**src/design/llk_pkg.sv**
```systemverilog
// Shared types, constants and the exp fraction table of the logit likelihood block.
`timescale 1ns / 1ps
`default_nettype none
package llk_pkg;

   localparam int ATTR_W = 16;
   localparam int COEF_W = 16;
   localparam int PROD_W = ATTR_W + COEF_W;
   localparam int UTIL_W = 32;
   localparam int ACC_W  = 40;
   localparam int OUT_W  = 32;
   localparam int LN_W   = 21;
   localparam int NUM_LANES_MAX = 4;

   localparam int NUM_REGS = 5;
   localparam int ADDR_W   = 5;
   localparam int REG_IDX_W = ADDR_W - 2;

   localparam logic [REG_IDX_W-1:0] REG_COEF_0   = 3'd0;
   localparam logic [REG_IDX_W-1:0] REG_COEF_1   = 3'd1;
   localparam logic [REG_IDX_W-1:0] REG_COEF_2   = 3'd2;
   localparam logic [REG_IDX_W-1:0] REG_COEF_3   = 3'd3;
   localparam logic [REG_IDX_W-1:0] REG_LOG_MODE = 3'd4;

   localparam logic [30:0] LOG2E_Q30 = 31'd1549082005;
   localparam logic [31:0] LN2_Q32   = 32'd2977044472;
   localparam logic [32:0] ONE_Q32   = 33'h1_0000_0000;
   localparam logic signed [40:0] ONE_Q16 = 41'sd65536;

   typedef logic [31:0] tab_type [17];

   function automatic logic [63:0] isqrt64(input logic [63:0] v_in);
      logic [63:0] v;
      logic [63:0] r;
      logic [63:0] b;
      v = v_in;
      r = 64'd0;
      b = 64'h4000_0000_0000_0000;
      for (int j = 0; j < 32; j++) begin
         if (b > v) begin
            b = b >> 2;
         end
      end
      for (int j = 0; j < 32; j++) begin
         if (b != 64'd0) begin
            if (v >= r + b) begin
               v = v - (r + b);
               r = (r >> 1) + b;
            end else begin
               r = r >> 1;
            end
            b = b >> 2;
         end
      end
      return r;
   endfunction

   // Entry i > 0 holds 2^32 * 2^(-2^-i), built by repeated floor square roots.
   function automatic tab_type build_tab();
      tab_type t;
      logic [63:0] root;
      t[0] = 32'd0;
      root = isqrt64(64'h8000_0000_0000_0000);
      t[1] = root[31:0];
      for (int i = 2; i <= 16; i++) begin
         root = isqrt64({t[i-1], 32'd0});
         t[i] = root[31:0];
      end
      return t;
   endfunction

   localparam tab_type FRAC_TAB = build_tab();

endpackage
`default_nettype wire

```
**src/design/llk_lane.sv**
```systemverilog
// One dot-product lane: attribute times coefficient, registered.
`timescale 1ns / 1ps
`default_nettype none
module llk_lane (
   input  logic                             clock,
   input  logic                             load,
   input  logic signed [llk_pkg::ATTR_W-1:0] attr,
   input  logic signed [llk_pkg::COEF_W-1:0] coef,
   output logic signed [llk_pkg::PROD_W-1:0] product
);
   import llk_pkg::*;

   logic signed [PROD_W-1:0] product_ff;

   always_ff @(posedge clock) begin
      if (load) begin
         product_ff <= attr * coef;
      end
   end

   assign product = product_ff;
endmodule
`default_nettype wire

```
**config.mk**
```make
export PLATFORM = sky130hd
export DESIGN_NAME = llk_lane
export DESIGN_NICKNAME = d
export VERILOG_FILES = /design/src/design/llk_pkg.sv /design/src/design/llk_lane.sv
export SDC_FILE = /design/constraint.sdc
export NUM_CORES = 1
export LEC_CHECK = 0
export BUFFER_PORTS_ARGS = -buffer_cell sky130_fd_sc_hd__buf_2
export CAP_MARGIN = 10
export CORE_MARGIN = 10
export CORE_UTILIZATION = 35
export CTS_CLUSTER_SIZE = 30
export DETAILED_ROUTE_END_ITERATION = 12
export PLACE_DENSITY = 0.62
export SLEW_MARGIN = 5
export SYNTH_ARGS = -nofsm -noshare
export SYNTH_HDL_FRONTEND = slang
export SYNTH_SLANG_ARGS = --single-unit
export TNS_END_PERCENT = 50
```
**constraint.sdc**
```tcl
create_clock -name clock -period 6.6 [get_ports clock]
set_input_delay 0.66 -clock clock [delete_from_list [all_inputs] [get_ports clock]]
set_output_delay 0.66 -clock clock [all_outputs]
set_load 0.02 [all_outputs]
```
==> insert_results.sql <==
INSERT INTO impl_metrics (metric_group, metric, value, unit) VALUES
('setup_path', 'worstSetupPathType', 'primary input to register', ''),
('floorplan', 'fp.dieArea', '38500', 'µm²'),
('clock_network', 'postCtsSetupRepairBufs', '0', ''),
('timing', 'final-hold-violation-count', '0', ''),
('clock_network', 'cts-buffers-inserted', '5', ''),
('synthesis', 'synthDominantAreaCellType', 'sky130_fd_sc_hd__fa_1', ''),
('route', 'drt_first_iter_violations', '324', ''),
('timing', 'setup_viol', '0', ''),
('floorplan', 'floorplan.rows', '64', ''),
('layout', 'nets', '1567', ''),
('timing', 'tightestPinTransition', '732', 'ps'),
('layout', 'num-fill-cells', '3076', ''),
('hold_path', 'min-delay-path-class', 'primary input to register', ''),
('global_routing', 'grt_usage', '13.0', '%'),
('floorplan', 'start_util', '35.6', '%'),
('synthesis', 'synth_area', '10900', 'µm²'),
('global_routing', 'grt_first_pass_wirelength', '41.3', 'mm'),
('status', 'status', 'completed', ''),
('setup_path', 'cp.arrival', '6270', 'ps'),
('clock_network', 'clock_sink_count', '32', ''),
('job', 'maxCapViolations', '0', ''),
('placement', 'globalplace.congestion', '0.882', ''),
('setup_path', 'critPathCaptureType', 'register', ''),
('setup_path', 'cp_max_fo', '9', ''),
('placement', 'dp_cells', '1578', ''),
('global_routing', 'grt_max_degree', '33', ''),
('layout', 'drive_gt1_share', '9.16', '%'),
('timing', 'fin_worst_hold_slack', '899', 'ps'),
('clock_network', 'clock_tree.buffer_depth', '2', ''),
('clock_network', 'clockRootBuffer', 'sky130_fd_sc_hd__clkbuf_16', ''),
('global_routing', 'antenna_found_initial', '0', ''),
('layout', 'antenna_cells', '0', ''),
('timing', 'achievable-frequency', '0.160', 'GHz'),
('layout', 'synth_to_final_area_change', '9.45', '%'),
('route', 'num_vias', '7500', ''),
('timing', 'setup_repair_after_global_routing_missed_its_margin', 'false', ''),
('timing', 'postLayoutSetupSlackWorst', '358', 'ps'),
('floorplan', 'floorplan.core_area', '30600', 'µm²'),
('synthesis', 'post_synth_arst_share', '0', '%'),
('setup_path', 'critPathRequiredTime', '6630', 'ps'),
('clock_network', 'tritoncts', 'yes', ''),
('route', 'routed_wl_per_cell', '15.3', 'µm'),
('synthesis', 'syn_nets', '1505', ''),
('floorplan', 'die_y', '196', 'µm'),
('synthesis', 'synth.avg_cell_area', '9.65', 'µm²'),
('setup_path', 'critPathLaunchType', 'primary input', ''),
('clock_network', 'clk_pin_slew_worst_paths', '60', 'ps'),
('floorplan', 'die_width', '196', 'µm'),
('synthesis', 'seq_area_frac_synth', '8.83', '%'),
('clock_network', 'cts-hold-fix-buffers', '0', ''),
('route', 'drc_errors', '0', ''),
('layout', 'largest_reg_flops', '32', ''),
('timing', 'final_min_period_over_clock_period', '94.6', '%'),
('timing', 'slew_violations', '0', ''),
('hold_path', 'min-delay-start', 'coef[0]', ''),
('timing', 'timing.setup.tns', '0', 'ps'),
('synthesis', 'postSynthCellCount', '1127', ''),
('placement', 'port-buffer-count', '65', ''),
('synthesis', 'post_synth_main_area_contributors', 'sky130_fd_sc_hd__fa_1 48%, sky130_fd_sc_hd__inv_1 10%, sky130_fd_sc_hd__ha_1 9.4%, sky130_fd_sc_hd__edfxtp_1 8.8%, sky130_fd_sc_hd__and2_1 7.1%', ''),
('placement', 'place_ws', '43.6', 'ps'),
('layout', 'stdcell_count', '1586', ''),
('route', 'drt.antenna.violating_nets', '0', ''),
('synthesis', 'netlist-cell-type-count', '49', ''),
('global_routing', 'first_global_vias', '8270', ''),
('clock_network', 'h-tree-depth', '2', ''),
('synthesis', 'synth-warning-count', '0', ''),
('floorplan', 'io_pins', '66', ''),
('timing', 'max_slew_margin', '51.2', '%'),
('synthesis', 'yosys.area.top_type_share', '48.2', '%'),
('synthesis', 'synth-seq-cells', '32', ''),
('global_routing', 'gr-total-overflow', '0', ''),
('route', 'drtPass1Iterations', '5', ''),
('placement', 'post-dp-hpwl', '21.8', 'mm'),
('hold_path', 'min_to', 'product[0]', ''),
('synthesis', 'synth_top_flop_cell', 'sky130_fd_sc_hd__edfxtp_1', ''),
('synthesis', 'synth-edff-count', '32', ''),
('timing', 'period_needed', '6240', 'ps'),
('route', 'drt_wl_total', '24.2', 'mm'),
('hold_path', 'hold_path_depth', '2', ''),
('route', 'vias_per_cell', '4.73', '');
## cell usage after synthesis, types with 4 or more instances
cell type                  instances
sky130_fd_sc_hd__nand3_1           8
sky130_fd_sc_hd__xnor2_1          31
sky130_fd_sc_hd__and2_1          123
sky130_fd_sc_hd__a21o_1            6
sky130_fd_sc_hd__o21bai_1          4
sky130_fd_sc_hd__nand2b_1          4
sky130_fd_sc_hd__nor2_1           25
sky130_fd_sc_hd__nand2_1         132
sky130_fd_sc_hd__clkbuf_1         31
sky130_fd_sc_hd__ha_1             82
sky130_fd_sc_hd__a21oi_1          26
sky130_fd_sc_hd__o21a_1            4
sky130_fd_sc_hd__nor3_1            4
sky130_fd_sc_hd__fa_1            262
sky130_fd_sc_hd__o211ai_1          6
sky130_fd_sc_hd__o21ai_0          12
sky130_fd_sc_hd__edfxtp_1         32
sky130_fd_sc_hd__xor2_1            4
sky130_fd_sc_hd__inv_1           292
## cells in the final DEF, fill, tap and decap left out, drive strengths merged, types with 3 or more instances in the layout
master,n
edfxtp,32
xor2,4
o31ai,3
nand2b,4
a21o,7
nor2,25
and2,124
or3,3
inv,292
fa,262
o21ai,13
nand2,132
buf,91
xnor2,31
clkbuf,5
o21a,4
a21oi,26
ha,82
nand3,8
nor3,4
o21bai,4
o211ai,6
## metrics by stage
| stage | utilization [%] | instance area, µm² |
|---|---|---|
| after floorplan | - | 10900 |
| after global placement | 38.4 | 11800 |
| after detailed placement | 38.4 | 11800 |
| after CTS | 38.9 | 11900 |
| after global routing | 38.9 | 11900 |
| final | 38.9 | 11900 |
## layout make-up
class                   count  area, µm²  area share [%]
clock buffers               5        125            1.05
inverters                 292       1100            9.21
repair buffers             91        533            4.48
flip-flops and latches     32        961            8.07
multi-input cells         767       8680            72.9
clock inverters             3       18.8           0.158
well taps                 396        495            4.16
## metal layers
metal,track usage [%],vias to the layer above,share of wire [%]
li1,-,3434,-
met1,16.2,3915,41
met2,23.9,137,54
met3,1.74,14,3.7
met4,1.47,0,0.96
met5,0,-,0
## timing repair
action,in CTS,in global routing
endpoints found under the setup margin,0,1
resized for setup,0,1
endpoints found under the hold margin,0,0
## worst max-delay path: stages
cell                      delay, ps
sky130_fd_sc_hd__buf_2          180
sky130_fd_sc_hd__nand2_1        140
sky130_fd_sc_hd__inv_1           90
sky130_fd_sc_hd__fa_1           740
sky130_fd_sc_hd__fa_1           500
sky130_fd_sc_hd__fa_1           500
sky130_fd_sc_hd__fa_1           510
sky130_fd_sc_hd__fa_1           490
sky130_fd_sc_hd__inv_1           50
sky130_fd_sc_hd__fa_1           470
sky130_fd_sc_hd__inv_1           40
sky130_fd_sc_hd__ha_1           370
sky130_fd_sc_hd__nand4_1        150
sky130_fd_sc_hd__nor2_1         220
sky130_fd_sc_hd__nand3_1        100
sky130_fd_sc_hd__o211a_1        270
sky130_fd_sc_hd__o211a_1        270
sky130_fd_sc_hd__or3_4          400
sky130_fd_sc_hd__xnor2_1        120
## cells by family after synthesis
family | share of synthesized area [%]
adder cells (fa/ha/maj) | 57.6
buffers and inverters | 11.4
AND/OR/NAND/NOR | 14.3
AO/OA/AOI/OAI | 4.91
XOR/XNOR | 2.82
flip-flops | 8.83
## worst max path at each step
stage | to | depth (start not counted) | startpoint | slack [ps]
finish | product[28] | 19 | coef[1] | 360
global placement | product[28] | 19 | coef[1] | 140
global route | product[30] | 19 | coef[1] | 7
detailed placement | product[28] | 19 | attr[15] | 40
CTS | product[28] | 19 | attr[15] | 320
floorplan | product[29] | 20 | attr[15] | 310
Power is left out: the tool's default activity adds up to more than one toggle a clock period on the data nets, which glitch-free logic cannot reach.
