<file path="config.mk">
export PLATFORM = sky130hd
export DESIGN_NAME = llk_exp
export DESIGN_NICKNAME = d
export VERILOG_FILES = /design/src/design/llk_pkg.sv /design/src/design/llk_exp.sv
export SDC_FILE = /design/constraint.sdc
export NUM_CORES = 2
export LEC_CHECK = 0
export ABC_CLOCK_PERIOD_IN_PS = 11900
export BUFFER_PORTS_ARGS = -buffer_cell sky130_fd_sc_hd__clkbuf_2
export CAP_MARGIN = 10
export CORE_MARGIN = 3
export CORE_UTILIZATION = 66
export CTS_BUF_LIST = sky130_fd_sc_hd__clkbuf_8
export CTS_CLUSTER_DIAMETER = 30
export CTS_CLUSTER_SIZE = 10
export DETAILED_ROUTE_END_ITERATION = 12
export PLACE_DENSITY = 0.83
export SKIP_CTS_REPAIR_TIMING = 1
export SLEW_MARGIN = 20
export SYNTH_ARGS = -nofsm -noshare
export SYNTH_HDL_FRONTEND = slang
export SYNTH_SLANG_ARGS = --single-unit
</file>
<file path="constraint.sdc">
create_clock -name clock -period 11.9 [get_ports clock]
set_input_delay 1.19 -clock clock [delete_from_list [all_inputs] [get_ports clock]]
set_output_delay 1.19 -clock clock [all_outputs]
set_load 0.005 [all_outputs]
</file>
<file path="src/design/llk_pkg.sv">
// Shared types, constants and the exp fraction table of the logit likelihood block.
`timescale 1ns / 1ps
`default_nettype none
package llk_pkg;

   localparam int ATTR_W = 16;
   localparam int COEF_W = 16;
   localparam int PROD_W = ATTR_W + COEF_W;
   localparam int UTIL_W = 32;
   localparam int ACC_W  = 40;
   localparam int OUT_W  = 32;
   localparam int LN_W   = 21;
   localparam int NUM_LANES_MAX = 4;

   localparam int NUM_REGS = 5;
   localparam int ADDR_W   = 5;
   localparam int REG_IDX_W = ADDR_W - 2;

   localparam logic [REG_IDX_W-1:0] REG_COEF_0   = 3'd0;
   localparam logic [REG_IDX_W-1:0] REG_COEF_1   = 3'd1;
   localparam logic [REG_IDX_W-1:0] REG_COEF_2   = 3'd2;
   localparam logic [REG_IDX_W-1:0] REG_COEF_3   = 3'd3;
   localparam logic [REG_IDX_W-1:0] REG_LOG_MODE = 3'd4;

   localparam logic [30:0] LOG2E_Q30 = 31'd1549082005;
   localparam logic [31:0] LN2_Q32   = 32'd2977044472;
   localparam logic [32:0] ONE_Q32   = 33'h1_0000_0000;
   localparam logic signed [40:0] ONE_Q16 = 41'sd65536;

   typedef logic [31:0] tab_type [17];

   function automatic logic [63:0] isqrt64(input logic [63:0] v_in);
      logic [63:0] v;
      logic [63:0] r;
      logic [63:0] b;
      v = v_in;
      r = 64'd0;
      b = 64'h4000_0000_0000_0000;
      for (int j = 0; j < 32; j++) begin
         if (b > v) begin
            b = b >> 2;
         end
      end
      for (int j = 0; j < 32; j++) begin
         if (b != 64'd0) begin
            if (v >= r + b) begin
               v = v - (r + b);
               r = (r >> 1) + b;
            end else begin
               r = r >> 1;
            end
            b = b >> 2;
         end
      end
      return r;
   endfunction

   // Entry i > 0 holds 2^32 * 2^(-2^-i), built by repeated floor square roots.
   function automatic tab_type build_tab();
      tab_type t;
      logic [63:0] root;
      t[0] = 32'd0;
      root = isqrt64(64'h8000_0000_0000_0000);
      t[1] = root[31:0];
      for (int i = 2; i <= 16; i++) begin
         root = isqrt64({t[i-1], 32'd0});
         t[i] = root[31:0];
      end
      return t;
   endfunction

   localparam tab_type FRAC_TAB = build_tab();

endpackage
`default_nettype wire

</file>
<file path="src/design/llk_exp.sv">
// Iterative exp(-x) unit, Q17.16 in and Q1.32 out, one fraction bit per cycle.
`timescale 1ns / 1ps
`default_nettype none
module llk_exp (
   input  logic        clock,
   input  logic        reset,
   input  logic        start,
   input  logic [32:0] x,
   output logic        done,
   output logic [32:0] result
);
   import llk_pkg::*;

   localparam logic [1:0] ES_IDLE = 2'd0;
   localparam logic [1:0] ES_MUL  = 2'd1;
   localparam logic [1:0] ES_ITER = 2'd2;
   localparam logic [1:0] ES_FIN  = 2'd3;

   logic [1:0]  st_ff, st_in;
   logic [32:0] x_ff;
   logic        big_ff;
   logic [60:0] y_ff;
   logic [32:0] r_ff, r_in;
   logic [4:0]  i_ff;
   logic [32:0] result_ff;
   logic        done_ff;

   logic [15:0] g;
   logic [3:0]  g_pos;
   logic [63:0] r_prod;
   logic [14:0] k;

   assign g      = y_ff[45:30];
   assign g_pos  = 4'(5'd16 - i_ff);
   assign r_prod = r_ff[31:0] * FRAC_TAB[i_ff];
   assign k      = y_ff[60:46];

   always_comb begin
      st_in = st_ff;
      r_in  = r_ff;
      unique case (st_ff)
         ES_IDLE: begin
            if (start) begin
               st_in = ES_MUL;
            end
         end
         ES_MUL: begin
            st_in = ES_ITER;
            r_in  = ONE_Q32;
         end
         ES_ITER: begin
            if (g[g_pos]) begin
               r_in = r_ff[32] ? {1'b0, FRAC_TAB[i_ff]} : {1'b0, r_prod[63:32]};
            end
            if (i_ff == 5'd16) begin
               st_in = ES_FIN;
            end
         end
         ES_FIN: begin
            st_in = ES_IDLE;
         end
         default: begin
            st_in = ES_IDLE;
         end
      endcase
   end

   always_ff @(posedge clock) begin
      if (reset) begin
         st_ff   <= ES_IDLE;
         done_ff <= 1'b0;
      end else begin
         st_ff   <= st_in;
         done_ff <= (st_ff == ES_FIN);
      end
   end

   always_ff @(posedge clock) begin
      r_ff <= r_in;
      if (st_ff == ES_IDLE && start) begin
         x_ff <= x;
      end
      if (st_ff == ES_MUL) begin
         y_ff   <= x_ff[29:0] * LOG2E_Q30;
         big_ff <= (x_ff[32:30] != 3'd0);
         i_ff   <= 5'd1;
      end
      if (st_ff == ES_ITER) begin
         i_ff <= i_ff + 5'd1;
      end
      if (st_ff == ES_FIN) begin
         result_ff <= (big_ff || k >= 15'd33) ? 33'd0 : (r_ff >> k[5:0]);
      end
   end

   assign done   = done_ff;
   assign result = result_ff;
endmodule
`default_nettype wire

</file>
==> impl_summary.log <==
INFO  metric critPathCaptureType = register
INFO  metric critPathKind = reg -> reg
INFO  metric firstDrtPassIters = 8
INFO  metric routed-via-count = 39600
INFO  metric run_status = completed
INFO  metric detail_route.wl_per_cell = 21.8 um
INFO  metric syn_avg_cell_area = 9.67 um^2
INFO  metric wl = 146 mm
INFO  metric port-buffer-count = 69
INFO  metric num-nets-final = 7520
INFO  metric timing.critical_path.from_type = register
INFO  metric netlist_area = 55000 um^2
INFO  metric cp_max_fo = 19
INFO  metric path_clk_slew = 100 ps
INFO  metric routed_via_density = 5.92
INFO  metric die_area = 86900 um^2
INFO  metric drc = 0
INFO  metric clock_tree.root_cell = sky130_fd_sc_hd__clkbuf_8
INFO  metric grt_antenna_before_repair = 7
INFO  metric finalWeightedCongestion = 0.994
INFO  metric grt_first_pass_wirelength = 236 mm
INFO  metric fin_crit_sh = 0.910
INFO  metric number_of_placement_rows = 105
INFO  metric count_of_flip_flops_with_a_built_in_enable_after_synthesis = 136
INFO  metric grt.total_usage = 0.355
INFO  metric synthesis.nets = 7611
INFO  metric cts.htree.levels = 4
INFO  metric die_width = 295 um
INFO  metric dpl_cell_area = 56400 um^2
INFO  metric maxClockFrequency = 92.4 MHz
INFO  metric grt_pass1_vias = 43800
INFO  metric hpwlAfterDp = 116 mm
INFO  metric drtIter0Drc = 3302
INFO  metric grt_max_degree = 47
INFO  metric count_of_yosys_warnings_during_synthesis = 0
INFO  metric clock_sink_count = 139
INFO  metric max_slew_margin = 0.257
INFO  metric ys_types = 85
INFO  metric synth_sequential_area_ratio = 0.0753
INFO  metric critPathMostFrequentCell = sky130_fd_sc_hd__fa_1
INFO  metric tightestPinTransition = 1110 ps
INFO  metric ys_dominant_reg_cell = sky130_fd_sc_hd__edfxtp_1
INFO  metric cpMaxStageDelayCell = sky130_fd_sc_hd__edfxtp_1
INFO  metric worst_path_largest_cell_delay = 830 ps
INFO  metric synth_commonest_cells = 1395 x sky130_fd_sc_hd__inv_1, 1246 x sky130_fd_sc_hd__fa_1, 638 x sky130_fd_sc_hd__ha_1
INFO  metric number_of_instances_in_the_synthesized_netlist = 5691
INFO  metric async_flop_share = 0
INFO  metric yosys_register_bits = 139
INFO  metric worst_ep_required_time = 12290 ps
INFO  metric hold_viol_final = 0
INFO  metric design.core.area = 82400 um^2
INFO  metric setup_viol = 0
INFO  metric layout-area-overhead-vs-synth = 3.35%
INFO  metric worst-endpoint-arrival = 11220 ps
INFO  metric post-synth-top-count-cell = sky130_fd_sc_hd__inv_1
INFO  metric finalInstanceArea = 56900 um^2
INFO  metric setup_repair_after_global_routing_missed_its_margin = no
INFO  metric worstHoldPathType = reg -> reg
INFO  metric tritoncts = done
INFO  metric setup_tns = 0 ps
INFO  metric grt_overflow = 0
INFO  metric pin_count = 70
INFO  metric synth.area.top_cells = sky130_fd_sc_hd__fa_1 45%, sky130_fd_sc_hd__ha_1 15%, sky130_fd_sc_hd__inv_1 9.5%
INFO  metric final_antenna_net_count = 0
INFO  metric clock-skew-final = 26.7 ps
INFO  metric floorplan.initialDensity = 0.668
INFO  metric die_height = 295 um
INFO  metric clock_latency = 530 ps
INFO  metric buffers_from_clock_root_to_sink_at_most = 2
INFO  metric layout-drive-gt1-share = 0.0458
INFO  metric cts_buffers = 17
INFO  metric finalCriticalPeriod = 10830 ps
INFO  metric synth_top_area_frac = 0.453
INFO  metric synth.largest_area_cell = sky130_fd_sc_hd__fa_1
INFO  metric drv_cap = 0
INFO  metric slew_viol_final = 0
## worst max-delay path, delay by kind of cell (launching register included)
family,cells,cell delay (ps)
buffers and inverters,5,1030
and+or+nand+nor,4,1210
adders and majority gates,10,4870
muxes,1,480
DFF,1,830
AOI/OAI and AO/OA,9,2260
## metal layers
metal | track usage | part of all wire | wire (um)
met5 | 0 | 0.00019 | 27
met4 | 0.156 | 0.052 | 7580
met2 | 0.580 | 0.47 | 68600
met1 | 0.463 | 0.38 | 54900
met3 | 0.0751 | 0.10 | 14600
## state kept, by name, summed over array words and instances (netlist names)
signal and flops:
y_ff 31, result 33, x_ff 33, i_ff 5, big_ff 1, r_ff 33, st_ff 2, done 1
## stage by stage
stage          utilization  cells  hold slack (ps)  worst slack, ps
2_1_floorplan            -   5691              475             2480
3_3_place_gp         0.684   6648              477             1480
3_5_place_dp         0.685   6651              487             1280
4_1_cts              0.690   6683              504             1230
5_1_grt              0.690   6683              519              581
6_report             0.690   6684              505             1070
## cells in the final DEF, fill, tap and decap left out, types with 21 or more instances in the layout
master / count
sky130_fd_sc_hd__inv_1: 1395
sky130_fd_sc_hd__fa_1: 1246
sky130_fd_sc_hd__ha_1: 638
sky130_fd_sc_hd__and2_1: 596
sky130_fd_sc_hd__nand2_1: 519
sky130_fd_sc_hd__nor2_1: 137
sky130_fd_sc_hd__edfxtp_1: 136
sky130_fd_sc_hd__a21oi_1: 127
sky130_fd_sc_hd__buf_4: 79
sky130_fd_sc_hd__a21o_1: 72
sky130_fd_sc_hd__clkbuf_2: 69
sky130_fd_sc_hd__o21ai_0: 51
sky130_fd_sc_hd__mux2i_1: 44
sky130_fd_sc_hd__xnor2_1: 41
sky130_fd_sc_hd__nand3_1: 36
sky130_fd_sc_hd__nor3_1: 35
sky130_fd_sc_hd__nand4_1: 29
sky130_fd_sc_hd__and3_1: 21
## cells by family after synthesis
family / after synthesis / share of synthesized area
simple gates: 1455 / 0.135
xor+xnor: 57 / 0.00907
buf+inv: 1660 / 0.113
fa+ha+maj: 1884 / 0.598
mux: 80 / 0.0195
flops: 139 / 0.0753
compound gates: 416 / 0.0497
## path summary, 6_finish.rpt
check | from | endpoint | slack [ps] | depth (start not counted)
hold reg to reg | x_ff[31] | big_ff | 500 | 1
hold / removal | x_ff[31] | big_ff | 500 | 1
setup / recovery | i_ff[0] | r_ff[24] | 1070 | 29
setup reg to reg | i_ff[0] | r_ff[24] | 1070 | 29
## cell type report
class | instances | area [um^2]
antenna | 1 | 2.50
clock buffer | 17 | 234
clock inverter | 15 | 204
fill | 5963 | 25500
inverter | 1399 | 5250
multi-input combinational | 3892 | 44700
sequential | 139 | 4140
tap | 1070 | 1340
timing repair buffer | 151 | 983
Power is left out: the tool's default activity adds up to more than one toggle a clock period on the data nets, which glitch-free logic cannot reach.
